==> src/sv/psch_pkg.sv <==
// package for the periodic message scheduler
// holds payload structs, opcodes, fsm states and slot reset tables
// no dependencies
package psch_pkg;

  localparam int NUM_SLOTS_DEF = 7;
  localparam int SLOT_CAP      = 16;
  localparam int MAX_FIRE      = 7;

  localparam logic [1:0] OP_TICK    = 2'd0;
  localparam logic [1:0] OP_SET_EN  = 2'd1;
  localparam logic [1:0] OP_SET_PER = 2'd2;

  typedef struct packed {
    logic [1:0]  op;
    logic [2:0]  spec;
    logic        enable;
    logic [15:0] period;
  } cmd_t;

  typedef struct packed {
    logic [2:0] slot;
    logic [2:0] tag;
    logic       last;
  } res_t;

  typedef struct packed {
    logic rd;
    logic cnt_we;
    logic per_we;
    logic en_we;
    logic en_val;
  } store_ctl_t;

  typedef enum logic [2:0] {
    ST_IDLE,
    ST_SCAN,
    ST_DRAIN,
    ST_FLUSH,
    ST_SET_RD,
    ST_SET_WR
  } state_t;

  function automatic logic [15:0] cnt_init(input logic [3:0] idx);
    logic [15:0] v;
    case (idx)
      4'd0: v = 16'd0;
      4'd1: v = 16'd33;
      4'd2: v = 16'd10;
      4'd3: v = 16'd66;
      4'd4: v = 16'd500;
      4'd5: v = 16'd250;
      4'd6: v = 16'd750;
      default: v = 16'd0;
    endcase
    return v;
  endfunction

  function automatic logic [15:0] per_init(input logic [3:0] idx);
    logic [15:0] v;
    case (idx)
      4'd0: v = 16'd100;
      4'd1: v = 16'd100;
      4'd2: v = 16'd1000;
      4'd3: v = 16'd100;
      4'd4: v = 16'd1000;
      4'd5: v = 16'd500;
      4'd6: v = 16'd1000;
      default: v = 16'd1000;
    endcase
    return v;
  endfunction

endpackage

==> src/sv/psch_store.sv <==
// slot store: countdown and period memories with registered reads
// plus enable flops; entries not yet written read as their reset values
// depends on psch_pkg
module psch_store #(
  parameter int NUM_SLOTS = psch_pkg::NUM_SLOTS_DEF,
  parameter int AW        = (NUM_SLOTS > 1) ? $clog2(NUM_SLOTS) : 1
) (
  input  logic                 clk,
  input  logic                 rst,
  input  psch_pkg::store_ctl_t ctl,
  input  logic [AW-1:0]        rd_addr,
  input  logic [AW-1:0]        wr_addr,
  input  logic [15:0]          cnt_wdata,
  input  logic [15:0]          per_wdata,
  output logic [15:0]          cnt_rdata,
  output logic [15:0]          per_rdata,
  output logic [NUM_SLOTS-1:0] en_bits
);

  logic [15:0]          cnt_mem [NUM_SLOTS];
  logic [15:0]          per_mem [NUM_SLOTS];
  logic [NUM_SLOTS-1:0] cnt_seen;
  logic [NUM_SLOTS-1:0] per_seen;
  logic [15:0]          cnt_q;
  logic [15:0]          per_q;
  logic                 cnt_seen_q;
  logic                 per_seen_q;
  logic [AW-1:0]        addr_q;

  always_ff @(posedge clk) begin
    if (ctl.cnt_we) begin
      cnt_mem[wr_addr] <= cnt_wdata;
    end
    if (ctl.per_we) begin
      per_mem[wr_addr] <= per_wdata;
    end
    if (ctl.rd) begin
      cnt_q      <= cnt_mem[rd_addr];
      per_q      <= per_mem[rd_addr];
      cnt_seen_q <= cnt_seen[rd_addr];
      per_seen_q <= per_seen[rd_addr];
      addr_q     <= rd_addr;
    end
  end

  always_ff @(posedge clk) begin
    if (rst) begin
      cnt_seen <= '0;
      per_seen <= '0;
      en_bits  <= '1;
    end else begin
      if (ctl.cnt_we) begin
        cnt_seen[wr_addr] <= 1'b1;
      end
      if (ctl.per_we) begin
        per_seen[wr_addr] <= 1'b1;
      end
      if (ctl.en_we) begin
        en_bits[wr_addr] <= ctl.en_val;
      end
    end
  end

  assign cnt_rdata = cnt_seen_q ? cnt_q : psch_pkg::cnt_init(4'(addr_q));
  assign per_rdata = per_seen_q ? per_q : psch_pkg::per_init(4'(addr_q));

endmodule

==> src/sv/psch_ctrl.sv <==
// sequencer: command decode, slot scan with read-modify-write pipeline,
// result holding stage that marks the final fire of a tick
// depends on psch_pkg
module psch_ctrl #(
  parameter int NUM_SLOTS = psch_pkg::NUM_SLOTS_DEF,
  parameter int AW        = (NUM_SLOTS > 1) ? $clog2(NUM_SLOTS) : 1
) (
  input  logic                  clk,
  input  logic                  rst,
  input  logic                  start,
  input  psch_pkg::cmd_t        cmd,
  output logic                  busy,
  output psch_pkg::res_t        res,
  output logic                  res_strobe,
  output psch_pkg::store_ctl_t  ctl,
  output logic [AW-1:0]         rd_addr,
  output logic [AW-1:0]         wr_addr,
  output logic [15:0]           cnt_wdata,
  output logic [15:0]           per_wdata,
  input  logic [15:0]           cnt_rdata,
  input  logic [15:0]           per_rdata,
  input  logic [NUM_SLOTS-1:0]  en_bits
);

  localparam int FW = $clog2(psch_pkg::MAX_FIRE + 1);
  localparam logic [AW-1:0] LAST_IDX = AW'(NUM_SLOTS - 1);
  localparam logic [4:0]    NS5      = 5'(NUM_SLOTS);

  psch_pkg::state_t state;
  psch_pkg::state_t state_next;
  psch_pkg::cmd_t   cmd_q;
  logic [AW-1:0]    idx;
  logic             s1_valid;
  logic [AW-1:0]    s1_idx;
  logic             pend_valid;
  logic [2:0]       pend_slot;
  logic [FW-1:0]    fire_cnt;
  logic             accept;
  logic             fire;
  logic             fire_take;
  logic [4:0]       spec5;
  logic [4:0]       s1_idx5;
  logic [AW-1:0]    spec_addr;
  logic             spec_hit;
  logic [15:0]      per_sat;

  assign busy      = (state != psch_pkg::ST_IDLE);
  assign accept    = start && !busy;
  assign spec5     = {2'b00, cmd_q.spec};
  assign spec_addr = spec5[AW-1:0];
  assign spec_hit  = (spec5 < NS5);
  assign s1_idx5   = 5'(s1_idx);
  assign per_sat   = (cmd_q.period == 16'd0) ? 16'd1 : cmd_q.period;
  assign fire_take = fire && (fire_cnt < FW'(psch_pkg::MAX_FIRE));

  // next state
  always_comb begin
    state_next = state;
    case (state)
      psch_pkg::ST_IDLE: begin
        if (start) begin
          case (cmd.op)
            psch_pkg::OP_TICK:    state_next = psch_pkg::ST_SCAN;
            psch_pkg::OP_SET_EN:  state_next = psch_pkg::ST_SET_RD;
            psch_pkg::OP_SET_PER: state_next = psch_pkg::ST_SET_RD;
            default:              state_next = psch_pkg::ST_IDLE;
          endcase
        end
      end
      psch_pkg::ST_SCAN: begin
        if (idx == LAST_IDX) begin
          state_next = psch_pkg::ST_DRAIN;
        end
      end
      psch_pkg::ST_DRAIN:  state_next = psch_pkg::ST_FLUSH;
      psch_pkg::ST_FLUSH:  state_next = psch_pkg::ST_IDLE;
      psch_pkg::ST_SET_RD: state_next = psch_pkg::ST_SET_WR;
      psch_pkg::ST_SET_WR: state_next = psch_pkg::ST_IDLE;
      default:             state_next = psch_pkg::ST_IDLE;
    endcase
  end

  // memory access and slot update
  always_comb begin
    ctl       = '0;
    rd_addr   = idx;
    wr_addr   = spec_addr;
    cnt_wdata = '0;
    per_wdata = per_sat;
    fire      = 1'b0;
    case (state)
      psch_pkg::ST_SCAN: begin
        ctl.rd  = 1'b1;
        rd_addr = idx;
      end
      psch_pkg::ST_SET_RD: begin
        ctl.rd  = 1'b1;
        rd_addr = spec_addr;
      end
      psch_pkg::ST_SET_WR: begin
        if (spec_hit) begin
          if (cmd_q.op == psch_pkg::OP_SET_EN) begin
            ctl.en_we  = 1'b1;
            ctl.en_val = cmd_q.enable;
            if (cmd_q.enable) begin
              ctl.cnt_we = 1'b1;
              cnt_wdata  = per_rdata - 16'd1;
            end
          end else if (cmd_q.op == psch_pkg::OP_SET_PER) begin
            ctl.per_we = 1'b1;
            ctl.cnt_we = 1'b1;
            cnt_wdata  = per_sat - 16'd1;
          end
        end
      end
      default: ;
    endcase
    if (s1_valid && en_bits[s1_idx]) begin
      ctl.cnt_we = 1'b1;
      wr_addr    = s1_idx;
      if (cnt_rdata != 16'd0) begin
        cnt_wdata = cnt_rdata - 16'd1;
      end else begin
        cnt_wdata = per_rdata - 16'd1;
        fire      = 1'b1;
      end
    end
  end

  always_ff @(posedge clk) begin
    s1_idx   <= idx;
    res.slot <= pend_slot;
    res.tag  <= pend_slot;
    res.last <= (state == psch_pkg::ST_FLUSH);
    if (accept) begin
      cmd_q <= cmd;
    end
    if (fire_take) begin
      pend_slot <= s1_idx5[2:0];
    end
  end

  always_ff @(posedge clk) begin
    if (rst) begin
      state      <= psch_pkg::ST_IDLE;
      idx        <= '0;
      s1_valid   <= 1'b0;
      pend_valid <= 1'b0;
      fire_cnt   <= '0;
      res_strobe <= 1'b0;
    end else begin
      state      <= state_next;
      s1_valid   <= (state == psch_pkg::ST_SCAN);
      res_strobe <= pend_valid && (fire_take || (state == psch_pkg::ST_FLUSH));
      if (accept) begin
        idx      <= '0;
        fire_cnt <= '0;
      end else if (state == psch_pkg::ST_SCAN) begin
        idx <= idx + AW'(1);
      end
      if (fire_take) begin
        pend_valid <= 1'b1;
        fire_cnt   <= fire_cnt + FW'(1);
      end else if (state == psch_pkg::ST_FLUSH) begin
        pend_valid <= 1'b0;
      end
    end
  end

endmodule

==> src/sv/periodic_message_scheduler.sv <==
// Periodic message scheduler. A tick command walks the slot table one slot per
// cycle through a read-modify-write pass over the countdown and period
// memories; busy stays high through the scan, drain and flush states of a tick
// and through the read and write states of a set-enable or set-period command.
// Fired slots come out in slot order, at most one per cycle, each on res for a
// single cycle with res_strobe high and no way to hold them off; the final one
// of a tick has res.last set and is on res in the first cycle with busy low. At
// most seven results are reported per tick. Set commands address the slot whose
// index equals spec.
module periodic_message_scheduler #(
  parameter int NUM_SLOTS = psch_pkg::NUM_SLOTS_DEF
) (
  input  logic           clk,
  input  logic           rst,
  input  logic           start,
  input  psch_pkg::cmd_t cmd,
  output logic           busy,
  output psch_pkg::res_t res,
  output logic           res_strobe
);

  localparam int AW = (NUM_SLOTS > 1) ? $clog2(NUM_SLOTS) : 1;

  psch_pkg::store_ctl_t ctl;
  logic [AW-1:0]        rd_addr;
  logic [AW-1:0]        wr_addr;
  logic [15:0]          cnt_wdata;
  logic [15:0]          per_wdata;
  logic [15:0]          cnt_rdata;
  logic [15:0]          per_rdata;
  logic [NUM_SLOTS-1:0] en_bits;

  psch_ctrl #(
    .NUM_SLOTS (NUM_SLOTS),
    .AW        (AW)
  ) u_ctrl (
    .clk        (clk),
    .rst        (rst),
    .start      (start),
    .cmd        (cmd),
    .busy       (busy),
    .res        (res),
    .res_strobe (res_strobe),
    .ctl        (ctl),
    .rd_addr    (rd_addr),
    .wr_addr    (wr_addr),
    .cnt_wdata  (cnt_wdata),
    .per_wdata  (per_wdata),
    .cnt_rdata  (cnt_rdata),
    .per_rdata  (per_rdata),
    .en_bits    (en_bits)
  );

  psch_store #(
    .NUM_SLOTS (NUM_SLOTS),
    .AW        (AW)
  ) u_store (
    .clk       (clk),
    .rst       (rst),
    .ctl       (ctl),
    .rd_addr   (rd_addr),
    .wr_addr   (wr_addr),
    .cnt_wdata (cnt_wdata),
    .per_wdata (per_wdata),
    .cnt_rdata (cnt_rdata),
    .per_rdata (per_rdata),
    .en_bits   (en_bits)
  );

`ifndef SYNTH
  // results only come from a transfer in progress
  a_strobe_busy: assert property (@(posedge clk) disable iff (rst)
    res_strobe |-> $past(busy))
    else $error("result strobe without a command in progress");

  // nothing follows the final result of a tick
  a_last_ends: assert property (@(posedge clk) disable iff (rst)
    (res_strobe && res.last) |=> !res_strobe)
    else $error("result after the final one of a tick");

  // a valid command transfer makes the block busy
  a_cmd_busy: assert property (@(posedge clk) disable iff (rst)
    (start && !busy && (cmd.op == psch_pkg::OP_TICK || cmd.op == psch_pkg::OP_SET_EN
      || cmd.op == psch_pkg::OP_SET_PER)) |=> busy)
    else $error("command transfer did not raise busy");
`endif

endmodule
==> config.mk <==
export PLATFORM = sky130hd
export DESIGN_NAME = periodic_message_scheduler
export DESIGN_NICKNAME = d
export VERILOG_FILES = /design/src/sv/psch_pkg.sv /design/src/sv/psch_store.sv /design/src/sv/psch_ctrl.sv /design/src/sv/periodic_message_scheduler.sv
export SDC_FILE = /design/constraint.sdc
export NUM_CORES = 1
export LEC_CHECK = 0
export BUFFER_PORTS_ARGS = -buffer_cell sky130_fd_sc_hd__clkbuf_2
export CAP_MARGIN = 20
export CORE_MARGIN = 1.5
export CORE_UTILIZATION = 38
export CTS_CLUSTER_DIAMETER = 30
export DETAILED_ROUTE_END_ITERATION = 12
export GPL_TIMING_DRIVEN = 0
export PLACE_DENSITY = 0.5
export SLEW_MARGIN = 20
export SYNTH_ARGS = -nofsm -noshare
export SYNTH_HDL_FRONTEND = slang
export SYNTH_HIERARCHICAL = 1
export SYNTH_SLANG_ARGS = --single-unit
==> constraint.sdc <==
create_clock -name clk -period 4.67 [get_ports clk]
set_input_delay 0.467 -clock clk [delete_from_list [all_inputs] [get_ports clk]]
set_output_delay 0.467 -clock clk [all_outputs]
set_load 0.05 [all_outputs]
# ---- Word-level counts from Yosys, hierarchy flattened
# Memory sizes are Yosys's and may differ from the RTL's. A register that Yosys moved wholly into a read port is not among the register bits.
# Index checks and enable logic that the tools add are counted.
dict set report classes {
  n_addsub 5
  order_cmp 6
  n_eq_ne 18
  mux 46
  bitwise 2
  n_reduce_logical 20
}
# op count
set op_table {}
lappend op_table {{16-bit two-way mux} 10}
lappend op_table {{10-bit case mux with 6 select lines} 1}
lappend op_table {{16-bit by 1-bit subtractor with 16-bit output (second input constant)} 3}
lappend op_table {{10-bit case mux with 2 select lines} 1}
lappend op_table {{3-bit equality test (second input constant)} 6}
lappend op_table {{3-bit two-way mux} 6}
lappend op_table {{1-bit two-way mux} 17}
lappend op_table {{16-bit logical NOT} 1}
lappend op_table {{16-bit nonzero test} 1}
lappend op_table {{7-bit bitwise OR} 2}
lappend op_table {{3-bit by 2-bit equality test with 1-bit output (second input constant)} 4}
lappend op_table {{3-bit by 4-bit less-than comparator with 1-bit output (second input constant)} 3}
lappend op_table {{3-bit case mux with 4 select lines} 1}
lappend op_table {{1-bit binary-select mux with 3-bit select} 3}
lappend op_table {{4-bit two-way mux} 2}
lappend op_table {{7-bit bitwise mux} 1}
lappend op_table {{3-bit by 1-bit adder with 3-bit output (second input constant)} 2}
lappend op_table {{3-bit by 1-bit equality test with 1-bit output (second input constant)} 2}
lappend op_table {{3-bit logical NOT} 2}
lappend op_table {{3-bit less-than comparator (second input constant)} 2}
lappend op_table {{3-bit case mux with 2 select lines} 1}
lappend op_table {{2-bit OR reduction} 3}
lappend op_table {{1-bit logical AND} 5}
lappend op_table {{2-bit by 1-bit equality test with 1-bit output (second input constant)} 2}
lappend op_table {{other kinds (13)} 16}
dict set report totals {
  register_bits 70
  mem_bits_rw 224
  in_bits 25
  output_inout_bits 9
  word_cells 119
  mem_count 2
}
# name depth width rd rd_ports_with_merged_regs wr line
set memory_table {}
lappend memory_table {u_store.cnt_mem 7 16 1 1 1 psch_store.sv:20} ;# logic [15:0] cnt_mem [NUM_SLOTS];
lappend memory_table {u_store.per_mem 7 16 1 1 1 psch_store.sv:21} ;# logic [15:0] per_mem [NUM_SLOTS];

# ---- Depth between registers and ports, before layout
dict set report logic_depth {
  word_depth 10
  depth_mapped 13
  depth_no_buf 12
}

# ---- Hierarchy
# The synthesis kept the hierarchy.
# module n_inst cells_each area_per_inst_um2 seq_area_each_um2
set modules_own_cells {}
lappend modules_own_cells {psch_store 1 673 11099.4 8257.9}
lappend modules_own_cells {psch_ctrl 1 355 3115.5 1131.1}

# ---- Worst setup path after synthesis
# OpenSTA, ideal clock, no wires.
dict set report synth_timing {
  path_type {register to register}
  start {register u_ctrl.s1_idx[0]}
  end {memory u_store.cnt_mem[0][0], enable pin}
  setup_time_ns 0.409
  arrival_ns 3.113
  t_required_ns 4.261
  slack_ns 1.147
  path_stages_with_launch 8
  n_path_buf 3
  synth_period_minus_slack_ns 3.523
  cell_sequence {dfxtp_1 > mux4_2 > o221a_2 > buf_2 > mux2_2 > buf_2 > clkbuf_1 > nor3_1}
}
dict set report synth_via {
  elab_cells_between_ends 7
  classes_between {mux: 6; reduce/logical: 1}
}
# item line
set synth_lines {}
lappend synth_lines {{from (decl)} psch_ctrl.sv:34} ;# logic [AW-1:0] s1_idx;
lappend synth_lines {{from (signal assigned)} psch_ctrl.sv:131} ;# s1_idx <= idx;
lappend synth_lines {{1-bit binary-select mux with 3-bit select} psch_ctrl.sv:118} ;# if (s1_valid && en_bits[s1_idx]) begin
lappend synth_lines {{1-bit two-way mux (not written as such)} psch_ctrl.sv:118}
lappend synth_lines {{1-bit logical AND} psch_ctrl.sv:118}
lappend synth_lines {{3-bit two-way mux} psch_ctrl.sv:118}
lappend synth_lines {{via wr_addr[1]} periodic_message_scheduler.sv:26} ;# logic [AW-1:0] wr_addr;
lappend synth_lines {{to (decl)} psch_store.sv:20}
# The timed path passes the listed nets, and every way through them passes these cells. The select of a mux whose other input is x is not followed.

# ---- Worst setup path after layout
dict set report layout_timing {
  start {register u_store.addr_q[2]}
  end {memory u_store.cnt_mem[3][12], data pin}
}
dict set report layout_via {
  elab_cells_between_ends 21
  classes_between {add/sub: 2; eq/ne: 6; mux: 10; reduce/logical: 3}
}
# item line
set layout_lines {}
lappend layout_lines {{from (decl)} psch_store.sv:28} ;# logic [AW-1:0] addr_q;
lappend layout_lines {{from (signal assigned)} psch_store.sv:42} ;# addr_q <= rd_addr;
lappend layout_lines {{3-bit equality test, or another cell as far along} psch_pkg.sv:46} ;# case (idx)
lappend layout_lines {{10-bit case mux with 6 select lines *} psch_pkg.sv:46}
lappend layout_lines {{16-bit two-way mux *} psch_store.sv:64} ;# assign cnt_rdata = cnt_seen_q ? cnt_q : psch_pkg::cnt_init(4'(addr_q));
lappend layout_lines {{via cnt_rdata[1]} periodic_message_scheduler.sv:29} ;# logic [15:0] cnt_rdata;
lappend layout_lines {{16-bit by 1-bit subtractor with 16-bit output or 16-bit nonzero test (tied branches)} {psch_ctrl.sv:122, psch_ctrl.sv:121}}
lappend layout_lines {{16-bit two-way mux *} psch_ctrl.sv:121} ;# if (cnt_rdata != 16'd0) begin
lappend layout_lines {{16-bit two-way mux *} psch_ctrl.sv:118}
lappend layout_lines {{via cnt_wdata[12]} periodic_message_scheduler.sv:27} ;# logic [15:0] cnt_wdata;
# The timed path passes the listed nets; every way through them passes the cells marked *.

==> summary.txt <==
Status
  – Outcome: finished clean

STA
  – Fin crit period: 3942 ps
  – Worst Clk Skew: 24.15 ps
  – Final Hold Viols: 0
  – Fin crit share: 84.41%
  – Final setup violation count: 0
  – Max Slew Vio Count: 0
  – Slew Limit Headroom: 34.15%
  – Worst Tran Pin Value: 977.5 ps
  – RSZ-0062 raised after global routing: no
  – Peak Freq: 253.7 MHz

Detailed routing
  – Antenna-violating nets left: 0
  – Routed wire per std cell: 21.79 um
  – Via count: 8866
  – Vias per Instance: 5.281
  – Residual DRC count: 0
  – Final WL: 36.58 mm
  – DR pass1 iterations: 5
  – Violation count after the first detailed-route iteration: 707

Yosys
  – Synth Warn #: 6
  – Synthesized cell area: 14210 um2
  – Number of flops mapped to enable cells by yosys: 286
  – Asr flop ratio synth: 0%
  – Flops & latches, synth: 326
  – Area leader, netlist: edfxtp_1
  – Synthesized area per cell: 13.83 um2
  – Most frequent cells after synthesis: edfxtp_1 (286), mux2i_1 (72), nor2_1 (65)
  – Top-count cell post-synth: edfxtp_1
  – Post-synthesis sequential area ratio: 66.05%
  – Cells after Synth: 1028
  – Synth top area cells: edfxtp_1 (60%), dfxtp_1 (5.6%), mux2i_1 (5.1%)
  – Syn nets: 1061
  – Post-synth top area share: 60.42%
  – Main synth FF type: edfxtp_1
  – Synth cell types: 68

Place
  – DP Area: 15200 um2
  – DP Cell Count: 1541
  – IO buf count: 33
  – Post-DP HPWL: 24.49 mm
  – Gp weighted congestion: 0.8611

Pwr
  – LEAKAGE: 0.005922 uW
  – Max IR drop VDD: 0.3072 mV
  – Design Power: 9653 uW
  – Pwr dens: 540.6 nW/um2

CTS
  – Post-CTS setup buffers: 0
  – H-tree level count: 3
  – CTS Buf Count: 75
  – Clock transition at path regs: 40 ps
  – CTS sink cnt: 326
  – Buffer levels on the longest clock path: 3
  – Clk Latency, worst-skew pair: 570 ps
  – Clk root buf: clkbuf_16
  – CTS tree: done
  – Post-CTS sizing: 0
  – CTS Hold Bufs: 0

Die
  – Die Span X: 196.4 um
  – Initial core utilization: 38.74%
  – Core Area: 36700 um2
  – Die area: 38580 um2
  – Rows: 70
  – I/O Pins: 34
  – Die height: 196.4 um

Worst setup path
  – Slowest stage delay, CP: 500 ps
  – Crit-path slowest cell: nor4b_1
  – Crit path launch: u_store/addr_q[2]
  – Critical path class: register to register
  – Worst Path Required: 4950 ps
  – CP Cell Sequence: clkbuf_1 -> nand2_1 -> xor2_1 -> o21ai_0 -> inv_1 -> ha_1 -> nor4b_1 -> nand2_1 -> nor2_1 -> clkbuf_1 -> nor2_1 -> o22ai_1
  – Critical path peak fanout: 10
  – CP Data Arrival Time: 4220 ps
  – Crit end category: register
  – Reg-to-reg startpoint: u_store/addr_q[2]
  – Startpoint Class: register

GRT
  – Tot GR Track Use: 19.35%
  – Largest net degree at the start of global routing: 23
  – Overflow after GRT: 0
  – Initial antenna violation count: 0
  – First-pass GRT wire length: 54.99 mm
  – Vias in the first global route: 8896

Cells and area
  – Nets: 1184
  – Non-Filler Instances: 1679
  – Area occupied by multi-input gates: 4471 um2
  – Post-synthesis to final-layout area growth: 25.61%
  – Final Cell Area: 17860 um2
  – Post-Route Utilization: 48.66%
  – Register Area: 9389 um2
  – Layout cells sized above 1: 21.55%
  – Fill cell count: 3209
  – Antenna diodes: 0

Min path
  – Hold Crit Class: input pin to register
  – Hold Path Origin: cmd[19]

Job
  – Max-Cap Viols: 0
area by class of cell:
| cell class | instances | area share [%] |
|---|---|---|
| Timing Repair Buffer | 46 | 1.850 |
| Sequential cell | 326 | 52.58 |
| Multi-Input combinational cell | 604 | 25.04 |
| Clock buffer | 92 | 11.39 |
| Inverter | 23 | 0.4835 |
| Buffer | 75 | 2.046 |
| Clock inverter | 45 | 3.328 |
| Tap cell | 468 | 3.279 |
placed cells by master (no fill, tap or decap), types with 16 or more instances in the layout:
master,count
edfxtp_1,286
clkbuf_16,78
mux2i_1,72
clkbuf_1,56
nor2_1,55
nand2_1,54
nand2b_1,48
dfxtp_1,40
clkbuf_2,33
mux2_2,33
o211ai_1,33
o221ai_1,32
a21oi_1,28
inv_1,23
xor2_1,23
nor3_1,18
o21ai_0,17
buf_2,16
xnor2_1,16
logic make-up after synthesis:
group / share of synthesized area, %
AND/OR/NAND/NOR: 10.72
buffers and inverters: 3.178
multiplexers: 8.080
XOR/XNOR: 2.403
flip-flops: 66.05
adder cells (fa/ha/maj): 0.7042
AO/OA/AOI/OAI: 8.864
final timing paths:
kind / slack, ps / cells after the start / endpoint
max: 730 / 12 / u_store/cnt_mem[3][12]
min reg2reg: 340 / 0 / u_ctrl/res[2]
min: 80 / 1 / u_ctrl/spec_addr[2]
max reg2reg: 730 / 12 / u_store/cnt_mem[3][12]
worst max-delay path, delay by kind of cell (launching register included):
kind,cells,cell delay [ps]
compound gates,2,700
xor+xnor,1,180
fa+ha+maj,1,150
buf+inv,3,1000
flops,1,320
simple gates,5,1300
power breakdown:
part / switching [uW] / internal (uW)
sequential: 59.6 / 3320
combinational: 611 / 322
clock: 1590 / 3750
routing by layer:
metal	routed length [um]	share of wire (%)	global-route usage [%]	vias to the layer above
met3	1862	5.1	3.525	45
met2	16650	46	30.26	214
met4	717	2.0	6.809	0
met1	17350	47	27.06	4408
met5	0	0	0	-
li1	-	-	-	4199
flip-flops by register name, indices dropped and copies added, names as in the netlist:
| register | flops |
|---|---|
| u_store/per_seen_q | 1 |
| u_store/per_q | 16 |
| u_ctrl/state | 3 |
| u_store/cnt_seen_q | 1 |
| u_store/cnt_q | 16 |
| u_ctrl/pend_valid | 1 |
| u_store/cnt_mem | 112 |
| u_store/cnt_seen | 7 |
| u_store/addr_q | 3 |
| u_ctrl/pend_slot | 3 |
| u_ctrl/spec_addr | 3 |
| u_ctrl/fire_cnt | 3 |
| u_store/per_mem | 112 |
| u_ctrl/s1_idx | 3 |
| u_store/en_bits | 7 |
| u_ctrl/res | 4 |
| u_store/per_seen | 7 |
| u_ctrl/idx | 3 |
| u_ctrl/cmd_q | 19 |
| u_ctrl/res_strobe | 1 |
| u_ctrl/s1_valid | 1 |
metrics by stage:
stage / setup WS, ps / TNS, ps / hold WS [ps]
floorplan: 1147 / 0 / 323.3
global placement: -525.9 / -27360 / 327.2
detailed placement: 787.1 / 0 / 328.5
CTS: 770.2 / 0 / 56.74
global route: 496.8 / 0 / 53.62
finish: 728.1 / 0 / 80.92
No activity file was read; power rests on OpenSTA's default activity.
